$ cat config.mk
export PLATFORM = sky130hd
export DESIGN_NAME = handle_pool_allocator
export DESIGN_NICKNAME = d
export VERILOG_FILES = /design/src/rtl/hpa_pkg.sv /design/src/rtl/handle_pool_allocator.sv /design/src/rtl/hpa_ram.sv /design/src/rtl/hpa_ctrl.sv /design/src/rtl/hpa_dp.sv
export SDC_FILE = /design/constraint.sdc
export NUM_CORES = 2
export LEC_CHECK = 0
export BUFFER_PORTS_ARGS = -buffer_cell sky130_fd_sc_hd__buf_4
export CAP_MARGIN = 20
export CORE_UTILIZATION = 45
export DETAILED_ROUTE_END_ITERATION = 7
export GPL_ROUTABILITY_DRIVEN = 1
export SLEW_MARGIN = 5
export SYNTH_ARGS = -nofsm -noshare
export SYNTH_HDL_FRONTEND = slang
export SYNTH_SLANG_ARGS = --single-unit
$ cat constraint.sdc
create_clock -name clk_i -period 11.7 [get_ports clk_i]
set_input_delay 2.34 -clock clk_i [delete_from_list [all_inputs] [get_ports clk_i]]
set_output_delay 2.34 -clock clk_i [all_outputs]
set_load 0.01 [all_outputs]
$ cat src/rtl/hpa_pkg.sv
// Shared types and constants for the handle pool allocator.
// No dependencies; every other file but hpa_ram imports this package.
package hpa_pkg;

  localparam int unsigned PoolSize = 256;
  localparam int unsigned HandleW  = $clog2(PoolSize);
  localparam int unsigned CountW   = $clog2(PoolSize + 1);

  typedef enum logic [1:0] {
    CMD_ALLOC   = 2'd0,
    CMD_TRY     = 2'd1,
    CMD_RELEASE = 2'd2
  } cmd_e;

  typedef enum logic [1:0] {
    STAT_OK          = 2'd0,
    STAT_NONE_FREE   = 2'd1,
    STAT_BAD_RELEASE = 2'd2,
    STAT_EXHAUSTED   = 2'd3
  } status_e;

  typedef enum logic [2:0] {
    FSM_CLEAR = 3'b001,
    FSM_IDLE  = 3'b010,
    FSM_EXEC  = 3'b100
  } state_e;

  // Controller to datapath
  typedef struct packed {
    logic clear;
    logic accept;
    logic commit;
  } hpa_ctrl_t;

  // Datapath to controller
  typedef struct packed {
    logic out_free;
    logic clear_last;
  } hpa_stat_t;

  // Advance a queue position, wrapping at the pool size
  function automatic logic [HandleW-1:0] next_pos(logic [HandleW-1:0] pos);
    logic [CountW-1:0] inc;
    inc = CountW'(pos) + CountW'(1);
    if (inc >= CountW'(PoolSize)) begin
      return '0;
    end
    return inc[HandleW-1:0];
  endfunction

endpackage

$ cat src/rtl/handle_pool_allocator.sv
// Handle pool allocator with a FIFO free list: top level.
// Depends on hpa_pkg, hpa_ctrl, hpa_dp (and hpa_ram below it).
//
// Hands out handles 0..255. Allocate (cmd 0) reuses the oldest released
// handle, else issues a fresh one, else reports the pool exhausted; try
// allocate (cmd 1) gives a released handle only; release (cmd 2) returns a
// handle that is in use and flags any other. Each item yields one result.
// After reset the in-use bitmap RAM is cleared one entry per cycle, and the
// input stalls until every entry is cleared. An item is first accepted, which
// starts the free-queue and bitmap RAM reads; then, once the output register
// is free, the bitmap and pointers are updated and the output register loaded;
// the next item is taken in the cycle after that, never before. While a
// result waits in the output register the block still accepts one further
// item, whose result then waits until the output register is taken.
module handle_pool_allocator import hpa_pkg::*; (
  input  logic         clk_i,
  input  logic         rst_ni,
  input  logic         in_valid_i,
  output logic         in_stall_o,
  input  logic [1:0]   cmd_i,
  input  logic [7:0]   release_handle_i,
  output logic         out_valid_o,
  input  logic         out_stall_i,
  output logic [7:0]   granted_handle_o,
  output logic [1:0]   status_o
);

  hpa_ctrl_t ctrl;
  hpa_stat_t stat;

  hpa_ctrl u_ctrl (
    .clk_i      (clk_i),
    .rst_ni     (rst_ni),
    .in_valid_i (in_valid_i),
    .in_stall_o (in_stall_o),
    .stat_i     (stat),
    .ctrl_o     (ctrl)
  );

  hpa_dp u_dp (
    .clk_i            (clk_i),
    .rst_ni           (rst_ni),
    .ctrl_i           (ctrl),
    .stat_o           (stat),
    .cmd_i            (cmd_i),
    .release_handle_i (release_handle_i),
    .out_valid_o      (out_valid_o),
    .out_stall_i      (out_stall_i),
    .granted_handle_o (granted_handle_o),
    .status_o         (status_o)
  );

endmodule

$ cat src/rtl/hpa_ram.sv
// Generic single-write, single-read RAM with registered read data.
// No dependencies.
module hpa_ram #(
  parameter int unsigned Width = 8,
  parameter int unsigned Depth = 256
) (
  input  logic                     clk_i,
  input  logic                     we_i,
  input  logic [$clog2(Depth)-1:0] waddr_i,
  input  logic [Width-1:0]         wdata_i,
  input  logic                     re_i,
  input  logic [$clog2(Depth)-1:0] raddr_i,
  output logic [Width-1:0]         rdata_o
);

  logic [Width-1:0] mem_q [Depth];
  logic [Width-1:0] rdata_q;

  always_ff @(posedge clk_i) begin
    if (we_i) begin
      mem_q[waddr_i] <= wdata_i;
    end
    if (re_i) begin
      rdata_q <= mem_q[raddr_i];
    end
  end

  assign rdata_o = rdata_q;

endmodule

$ cat src/rtl/hpa_ctrl.sv
// Controller state machine for the handle pool allocator.
// Depends on hpa_pkg; drives clear/accept/commit commands into hpa_dp.
module hpa_ctrl import hpa_pkg::*; (
  input  logic      clk_i,
  input  logic      rst_ni,
  input  logic      in_valid_i,
  output logic      in_stall_o,
  input  hpa_stat_t stat_i,
  output hpa_ctrl_t ctrl_o
);

  state_e state_q, state_d;

  always_comb begin
    state_d       = state_q;
    ctrl_o.clear  = 1'b0;
    ctrl_o.accept = 1'b0;
    ctrl_o.commit = 1'b0;
    unique case (state_q)
      FSM_CLEAR: begin
        // zero one bitmap entry per cycle
        ctrl_o.clear = 1'b1;
        if (stat_i.clear_last) begin
          state_d = FSM_IDLE;
        end
      end
      FSM_IDLE: begin
        if (in_valid_i) begin
          ctrl_o.accept = 1'b1;
          state_d       = FSM_EXEC;
        end
      end
      FSM_EXEC: begin
        // hold the item until the output register can take its result
        if (stat_i.out_free) begin
          ctrl_o.commit = 1'b1;
          state_d       = FSM_IDLE;
        end
      end
      default: begin
        state_d = FSM_IDLE;
      end
    endcase
  end

  assign in_stall_o = (state_q != FSM_IDLE);

  always_ff @(posedge clk_i or negedge rst_ni) begin
    if (!rst_ni) begin
      state_q <= FSM_CLEAR;
    end else begin
      state_q <= state_d;
    end
  end

endmodule

$ cat src/rtl/hpa_dp.sv
// Datapath: free queue pointers, in-use bitmap, fresh counter, output register.
// Depends on hpa_pkg and hpa_ram; commanded by hpa_ctrl.
module hpa_dp import hpa_pkg::*; (
  input  logic               clk_i,
  input  logic               rst_ni,
  input  hpa_ctrl_t          ctrl_i,
  output hpa_stat_t          stat_o,
  input  logic [1:0]         cmd_i,
  input  logic [HandleW-1:0] release_handle_i,
  output logic               out_valid_o,
  input  logic               out_stall_i,
  output logic [HandleW-1:0] granted_handle_o,
  output logic [1:0]         status_o
);

  logic [HandleW-1:0]  head_q, head_d, tail_q, tail_d, clr_q, clr_d;
  logic [CountW-1:0]   count_q, count_d, fresh_q, fresh_d;
  logic                out_valid_q, out_valid_d;

  logic [1:0]          cmd_q, cmd_d;
  logic [HandleW-1:0]  rel_q, rel_d;
  logic                pop_q, pop_d;
  logic [HandleW-1:0]  granted_q, granted_d;
  logic [1:0]          status_q, status_d;

  logic                ram_we, ram_re;
  logic [HandleW-1:0]  ram_rdata;
  logic                map_we, map_re, map_wdata, map_rdata;
  logic [HandleW-1:0]  map_waddr;
  logic                rel_ok;

  hpa_ram #(
    .Width (HandleW),
    .Depth (PoolSize)
  ) u_free_queue (
    .clk_i   (clk_i),
    .we_i    (ram_we),
    .waddr_i (tail_q),
    .wdata_i (rel_q),
    .re_i    (ram_re),
    .raddr_i (head_q),
    .rdata_o (ram_rdata)
  );

  hpa_ram #(
    .Width (1),
    .Depth (PoolSize)
  ) u_in_use (
    .clk_i   (clk_i),
    .we_i    (map_we),
    .waddr_i (map_waddr),
    .wdata_i (map_wdata),
    .re_i    (map_re),
    .raddr_i (release_handle_i),
    .rdata_o (map_rdata)
  );

  assign stat_o.out_free   = !out_valid_q || !out_stall_i;
  assign stat_o.clear_last = (clr_q == HandleW'(PoolSize - 1));

  assign rel_ok = (CountW'(rel_q) < CountW'(PoolSize)) && map_rdata
                  && (count_q < CountW'(PoolSize));

  always_comb begin
    head_d    = head_q;
    tail_d    = tail_q;
    count_d   = count_q;
    fresh_d   = fresh_q;
    clr_d     = clr_q;
    cmd_d     = cmd_q;
    rel_d     = rel_q;
    pop_d     = pop_q;
    granted_d = granted_q;
    status_d  = status_q;
    ram_we    = 1'b0;
    ram_re    = 1'b0;
    map_we    = 1'b0;
    map_re    = 1'b0;
    map_waddr = clr_q;
    map_wdata = 1'b0;

    // clear the bitmap one entry at a time after reset
    if (ctrl_i.clear) begin
      map_we = 1'b1;
      clr_d  = next_pos(clr_q);
    end

    // latch the item and start the queue and bitmap reads
    if (ctrl_i.accept) begin
      cmd_d  = cmd_i;
      rel_d  = release_handle_i;
      pop_d  = ((cmd_i == CMD_ALLOC) || (cmd_i == CMD_TRY)) && (count_q != '0);
      ram_re = pop_d;
      map_re = (cmd_i == CMD_RELEASE);
    end

    if (ctrl_i.commit) begin
      granted_d = '0;
      status_d  = STAT_NONE_FREE;
      unique case (cmd_q)
        CMD_ALLOC, CMD_TRY: begin
          if (pop_q) begin
            granted_d = ram_rdata;
            map_we    = 1'b1;
            map_waddr = ram_rdata;
            map_wdata = 1'b1;
            head_d    = next_pos(head_q);
            count_d   = count_q - CountW'(1);
            status_d  = STAT_OK;
          end else if (cmd_q == CMD_TRY) begin
            status_d = STAT_NONE_FREE;
          end else if (fresh_q < CountW'(PoolSize)) begin
            granted_d = fresh_q[HandleW-1:0];
            map_we    = 1'b1;
            map_waddr = fresh_q[HandleW-1:0];
            map_wdata = 1'b1;
            fresh_d   = fresh_q + CountW'(1);
            status_d  = STAT_OK;
          end else begin
            status_d = STAT_EXHAUSTED;
          end
        end
        CMD_RELEASE: begin
          if (rel_ok) begin
            map_we    = 1'b1;
            map_waddr = rel_q;
            map_wdata = 1'b0;
            ram_we    = 1'b1;
            tail_d    = next_pos(tail_q);
            count_d   = count_q + CountW'(1);
            status_d  = STAT_OK;
          end else begin
            status_d = STAT_BAD_RELEASE;
          end
        end
        default: begin
          status_d = STAT_NONE_FREE;
        end
      endcase
    end

    out_valid_d = ctrl_i.commit || (out_valid_q && out_stall_i);
  end

  always_ff @(posedge clk_i or negedge rst_ni) begin
    if (!rst_ni) begin
      head_q      <= '0;
      tail_q      <= '0;
      count_q     <= '0;
      fresh_q     <= '0;
      clr_q       <= '0;
      out_valid_q <= 1'b0;
    end else begin
      head_q      <= head_d;
      tail_q      <= tail_d;
      count_q     <= count_d;
      fresh_q     <= fresh_d;
      clr_q       <= clr_d;
      out_valid_q <= out_valid_d;
    end
  end

  always_ff @(posedge clk_i) begin
    cmd_q     <= cmd_d;
    rel_q     <= rel_d;
    pop_q     <= pop_d;
    granted_q <= granted_d;
    status_q  <= status_d;
  end

  assign out_valid_o      = out_valid_q;
  assign granted_handle_o = granted_q;
  assign status_o         = status_q;

endmodule

# --- Word-level counts from Yosys, hierarchy flattened ---
# Memory sizes are Yosys's and may differ from the RTL's. A register that Yosys moved wholly into a read port is not among the register bits.
# Cells that the tools add are included.
word_totals:
  ff_bits: 67
  ram_bits: 2304
  input_bits: 14
  output_inout_bits: 12
  elab_cells: 122
  n_memories: 2
classes:
  addsub: 6
  n_lt_le_gt_ge: 5
  n_eq_ne: 14
  n_mux: 63
  bitwise: 2
  reduce_logical: 18
mem_list:
  columns: ["memory", "words", "word_bits", "rd", "rd_clocked_by_memory_dff", "write_ports", "line_no", "source"]
  rows:
  - ["u_dp.u_free_queue.mem_q", 256, 8, 1, 1, 1, "hpa_ram.sv:16", "logic [Width-1:0] mem_q [Depth];"]
  - ["u_dp.u_in_use.mem_q", 256, 1, 1, 1, 1, "hpa_ram.sv:16", null]
ops:
  columns: ["operator", "count"]
  rows:
  - ["8-bit two-way mux", 14]
  - ["1-bit two-way mux", 35]
  - ["8-bit by 1-bit adder with 9-bit output, second input constant", 3]
  - ["9-bit greater-or-equal comparator, second input constant", 3]
  - ["9-bit by 1-bit adder with 9-bit output, second input constant", 2]
  - ["9-bit < comparator, second input constant", 2]
  - ["9-bit two-way mux", 2]
  - ["9-bit case mux with 2 select lines", 1]
  - ["8-bit case mux with 2 select lines", 1]
  - ["3-bit two-way mux", 3]
  - ["3-bit case mux with 3 select lines", 1]
  - ["3-bit AND reduction", 3]
  - ["9-bit nonzero test", 1]
  - ["9-bit by 1-bit subtractor with 9-bit output, second input constant", 1]
  - ["8-bit == test, second input constant", 1]
  - ["2-bit two-way mux", 4]
  - ["2-bit inequality test, second input constant", 3]
  - ["5-bit AND reduction", 1]
  - ["2-bit by 1-bit == test with 1-bit output, second input constant", 2]
  - ["2-bit == test, second input constant", 2]
  - ["2-bit zero test", 2]
  - ["2-bit by 1-bit inequality test with 1-bit output, second input constant", 2]
  - ["2-bit case mux with 2 select lines", 1]
  - ["4-bit AND reduction", 1]
  - ["other kinds (11)", 17]

# --- Logic depth before layout (Yosys ltp) ---
depth:
  word_depth: 10
  mapped_depth: 13

# --- By module ---
# From an unflattened synthesis, not the netlist that was laid out.
unflattened:
  cells_unflattened: 4832
  area_unflattened_um2: 94185.3
by_module_without_submodules:
  columns: ["module", "instances", "cells_per_inst", "area_per_inst_um2", "seq_area_each_um2"]
  rows:
  - ["hpa_ram at u_dp.u_free_queue", 1, 3733, 79636.4, 61739.2]
  - ["hpa_ram at u_dp.u_in_use", 1, 788, 11138.2, 7717.4]
  - ["hpa_dp", 1, 298, 3251.9, 1706.6]
  - ["hpa_ctrl", 1, 13, 158.9, 76.3]

# --- Least setup slack after synthesis ---
# No wires, ideal clock.
synth_timing:
  path_kind: "input-to-reg"
  startpoint: "input out_stall_i"
  endpoint: "memory u_dp.u_in_use.mem_q[0] (data pin)"
  setup_time_ps: 2097
  t_arrival_ps: 12221
  path_slack_ps: -2617
  path_stages: 3
  path_buffers: 0
  cell_sequence: "nand2_1 -> nand2_1 -> nor3_1"
synth_between:
  elab_chain_len: 5
synth_rtl:
  columns: ["element", "line_no", "source"]
  rows:
  - ["start, declared", "handle_pool_allocator.sv:23", "input logic out_stall_i,"]
  - ["1-bit zero test", "hpa_dp.sv:58", "assign stat_o.out_free = !out_valid_q || !out_stall_i;"]
  - ["1-bit logical OR", "hpa_dp.sv:58", null]
  - ["1-bit two-way mux", "hpa_ctrl.sv:35", "if (stat_i.out_free) begin"]
  - ["1-bit two-way mux", "hpa_ctrl.sv:19", "unique case (state_q)"]
  - ["1-bit two-way mux", "hpa_dp.sv:97", "if (ctrl_i.commit) begin"]
  - ["via u_dp.map_wdata", "hpa_dp.sv:28", "logic map_we, map_re, map_wdata, map_rdata;"]
  - ["end, declared", "hpa_ram.sv:16", null]
# The timed path passes the listed nets, and every way through them passes these cells.

# --- Final worst setup path ---
layout_timing:
  startpoint: "input out_stall_i"
  endpoint: "memory u_dp.u_free_queue.mem_q[225][0] (enable)"
layout_between:
  elab_chain_len: 7
layout_rtl:
  columns: ["element", "line_no", "source"]
  rows:
  - ["1-bit zero test", "hpa_dp.sv:58", null]
  - ["1-bit logical OR", "hpa_dp.sv:58", null]
  - ["1-bit two-way mux", "hpa_ctrl.sv:35", null]
  - ["1-bit two-way mux", "hpa_ctrl.sv:19", null]
  - ["1-bit two-way mux", "hpa_dp.sv:97", null]
  - ["1-bit two-way mux", "hpa_ram.sv:20", "if (we_i) begin"]
  - ["1-bit two-way mux (not written as such)", "hpa_ram.sv:21", "mem_q[waddr_i] <= wdata_i;"]
  - ["end, declared", "hpa_ram.sv:16", null]
# Every way passes these cells.

==> impl.org <==
** Floorplan
- From left edge to right edge, the die measures about 460 um.
- The die covers 0.2106 mm^2.
- Pin placement for this block handled 26 I/O pins.
- In this run the standard cell core region covers 0.2073 mm^2.
- Std cell rows :: 167
- For this configuration, the core starts out at a cell density of 0.4532.
- In this run the vertical extent of the chip is 458.9 um.

** Synthesis
- Net count after synthesis :: 4871
- The synthesized netlist contains 74 unique library cells.
- For this run, the leading register cell type out of synthesis is edfxtp_1.
- Number of flops mapped to enable cells by yosys :: 2334
- Yosys printed 0 warnings.
- Averaged over all synthesized cells, the footprint is slightly below 20 um^2.
- The mapped netlist covers around 0.094 mm^2.
- Post-synthesis cell count :: 4842
- Share of synthesized area occupied by flip-flops and latches :: 0.7584
- The synthesized design contains 2380 register bits.
- Proportion of synthesized flip-flops having asynchronous set or reset :: 0.01933

** Setup path
- Cell at the slowest stage of the critical path :: nor3b_2
- Reg-to-reg startpoint :: u_dp.head_q[0]
- STA classifies the critical path startpoint as an input pin.
- Counting cells, the worst reg-to-reg path comes to 8.
- Capturing element type of the critical path :: flip-flop
- Crit. Startpoint :: out_stall_i
- Delay contributed by the slowest stage of the critical path :: 0.85 ns
- Dominant cell type by count on the critical path :: nand2_1
- For the worst setup path, the data arrival time is 5.88 ns.
- Counting both buffers and inverters, the worst setup path holds a total of 2.
- The critical path in this run is classified as in -> reg.
- Cell count along the critical path :: 8
- In this run the worst path has a maximum fanout of 16.
- CP required :: 12.19 ns
- Traced cell by cell, the critical path runs through buf_4 > nand2_1 > nand2_1 > inv_2 > nand2_1 > nor3b_2 > nand3_1 > nor2_1.
- Among cell families on the critical path, the largest total delay comes from simple AND/OR/NAND/NOR gates.

** Routing
- Number of optimization iterations in the first detailed-route pass :: 8
- Summing over every cut layer, the via total after detailed routing is between 40000 and 50000.
- Wire length per cell after detailed routing :: 31.03 um
- Antenna viol nets, final :: 0
- The final layout contains routed wiring with a total length of ~240000 um.
- The detailed router finished its first iteration with 5817 violations.
- In the routed design, unresolved DRC markers number 4.
- Vias per cell :: 6.073

** Timing
- Worst rel slew slack :: 0.1825
- Static timing analysis puts the maximum clock frequency at 185.6 MHz.
- Time the worst path needs with I/O delays and setup :: 5.389 ns
- After layout, the worst setup slack is ~6.3 ns.
- Final hold violation count :: 0
- Setup repair after global routing left no endpoint under its margin.
- Clock tree skew after final layout :: 0.03152 ns
- Setup violations remaining at the end of the flow were counted as 0.
- At the pin with the least slew margin, the transition time is 1.211 ns.
- Pins over their slew limit :: 0
- Setup TNS :: 0 ns
- Of the available clock period, the critical path in the final layout requires 0.4606.

** Layout
- The finished layout holds 7895 standard cells, fillers aside.
- Summing all non-filler instances in the final layout gives an area of 0.1048 mm^2.
- Multi-input gate area :: 0.02113 mm^2
- After filler insertion, the fill cell instance count of the layout stands at 16540.
- Fraction of layout cells with a size suffix above 1 :: 0.2049
- In the final layout, flip-flops and latches occupy 0.07125 mm^2.
- Relative to the synthesized area, the layout overhead comes to 11.53%.
- The final layout contains 4933 nets.

** Placed design
- Area after detailed placement :: 0.09707 mm^2
- In this run the tool buffered the top-level ports with 25 buffer cells.
- Detailed-placement wirelength estimate :: 143700 um
- Final estimated routing congestion in global placement :: 0.8348
- Timing analysis after detailed placement gives a worst setup slack of 5.345 ns.
- Once placement completed, the tool counted placed cells totaling 7457.

** CTS
- Clock buffer depth :: 3
- Cell at the root of the clock tree :: clkbuf_16
- TritonCTS built the clock tree.
- Post CTS Setup Buffer Count :: 0
- Clock sink total :: 2380
- Register clock-pin slew on the reported worst setup and hold paths :: 0.06 ns
- TritonCTS Buffers :: 231
- Resize count post-CTS :: 0
- Clock Latency Late Sink :: 0.89 ns
- The H-tree was split into 4 levels.
- The number of hold buffers added after CTS was 0.

** Outcome
- Run status :: complete, but fails checks
- The checks that failed: DRC.

** Global route
- Global-route congestion overflow total :: 0
- Entering global routing, the biggest net connects 257 pins.
- First-pass GRT wire length :: 352200 um
- The number of antenna violations at the first check in global routing came to 12.
- Total global-route track usage :: 0.2331
- Number of global-route vias before repair :: 47650

** Power and ir drop
- Power per cell area :: 207.6 mW/mm^2
- VDD sags by at most 0.1818 mV.
- For this design the static power due to leakage is 32.56 nW.

** Job
- Max-cap violation count :: 0

** Hold path
- Startpoint of the worst hold path :: u_dp.fresh_q[7]
- Along the worst hold path, the cell count comes to 1.
- In this run the worst hold path is classified as reg -> reg.
## cell usage after synthesis (14+ instances only)
cell type	number	area share
xnor2_1	14	0.0013
mux2i_1	194	0.021
nor4_1	16	0.0011
nand3_1	39	0.0021
o21ai_0	60	0.0032
nor3_1	22	0.0012
o221ai_1	15	0.0014
nor2b_1	19	0.0013
clkbuf_1	147	0.0059
a22o_1	34	0.0032
buf_2	77	0.0041
nand2_1	133	0.0053
a21oi_1	90	0.0048
buf_4	27	0.0022
dfrtp_1	45	0.012
buf_6	34	0.0041
a211oi_1	22	0.0018
nor2_1	574	0.023
a221oi_1	52	0.0048
ha_1	14	0.0019
o22ai_1	51	0.0034
a22oi_1	115	0.0092
mux2_2	14	0.0017
edfxtp_1	2334	0.75
mux4_2	495	0.12
inv_1	15	0.00060
buf_1	21	0.00084
## kinds of logic after synthesis
group | share of synthesized area
flip-flops | 0.7584
AND/OR/NAND/NOR | 0.04067
multiplexers | 0.1410
AO/OA/AOI/OAI | 0.03778
buffers and inverters | 0.01781
XOR/XNOR | 0.002238
adder cells (fa/ha/maj) | 0.002078
## registers in the layout, summed over array words and instances (netlist names)
register,flops
u_dp.tail_q,8
u_dp.cmd_q,2
u_dp.clr_q,8
u_dp.head_q,8
u_dp.u_in_use.mem_q,256
u_dp.pop_q,1
u_dp.out_valid_o,1
u_dp.status_o,2
u_ctrl.state_q,3
u_dp.granted_handle_o,8
u_dp.u_in_use.rdata_o,1
u_dp.u_free_queue.rdata_o,8
u_dp.rel_q,8
u_dp.count_q,9
u_dp.u_free_queue.mem_q,2048
u_dp.fresh_q,9
## worst reg2reg max path: cells and delay by family (launching register included)
kind	cells	cell delay, ns
DFF	1	0.75
AOI/OAI and AO/OA	5	2.19
muxes	1	0.63
buffers and inverters	2	1.43
## final cells by class
| type | count | area share |
|---|---|---|
| well taps | 2788 | 0.03330 |
| repair buffers | 135 | 0.01099 |
| inverters | 19 | 0.0006927 |
| flip-flops and latches | 2380 | 0.6801 |
| clock buffers | 274 | 0.05749 |
| multi-input cells | 2137 | 0.2017 |
| diodes | 3 | 0.00007166 |
| clock inverters | 159 | 0.01570 |
## metal layers
| layer | global-route usage | routed length, um |
|---|---|---|
| met5 | 0 | 56 |
| met2 | 0.3646 | 115800 |
| met1 | 0.3346 | 102700 |
| met3 | 0.04509 | 19960 |
| met4 | 0.06663 | 6415 |
## worst paths after layout
| kind | end | slack [ns] |
|---|---|---|
| setup / recovery | u_dp.u_free_queue.mem_q[225][0] | 6.31 |
| hold / removal | u_dp.fresh_q[7] | 0.49 |
| setup reg to reg | u_dp.u_free_queue.rdata_o[5] | 6.35 |
| hold reg to reg | u_dp.fresh_q[7] | 0.49 |
| max in group asynchronous | u_dp.head_q[1] | 9.64 |
| min in group asynchronous | u_dp.count_q[3] | 1.51 |
## stage by stage
stage	power [W]	util	hold WS (ns)
finish	0.02175	0.5054	0.4853
global route	0.02238	0.5054	0.5186
CTS	0.02188	0.5053	0.4850
detailed placement	0.01444	0.4683	0.4727
global placement	0.01442	0.4683	0.4757
floorplan	0.01295	-	0.4498
## power breakdown
group          total, W  switching [W]  internal [W]
logic           0.00468        0.00275       0.00194
clock network   0.00752        0.00322       0.00429
registers       0.00955       0.000105       0.00945
## layout by cell type, fill, tap and decap left out, types with 36 or more instances in the layout
cell / count
a221oi_1: 52
a22oi_1: 115
clkinv_1: 50
clkinv_2: 51
clkbuf_1: 36
mux4_2: 495
a21oi_1: 90
o22ai_1: 51
nor2_1: 572
dfrtp_1: 40
nand2_1: 125
clkbuf_16: 232
o21ai_0: 60
mux2i_1: 194
buf_4: 123
edfxtp_1: 2334
Power figures use the tool's default switching activity.
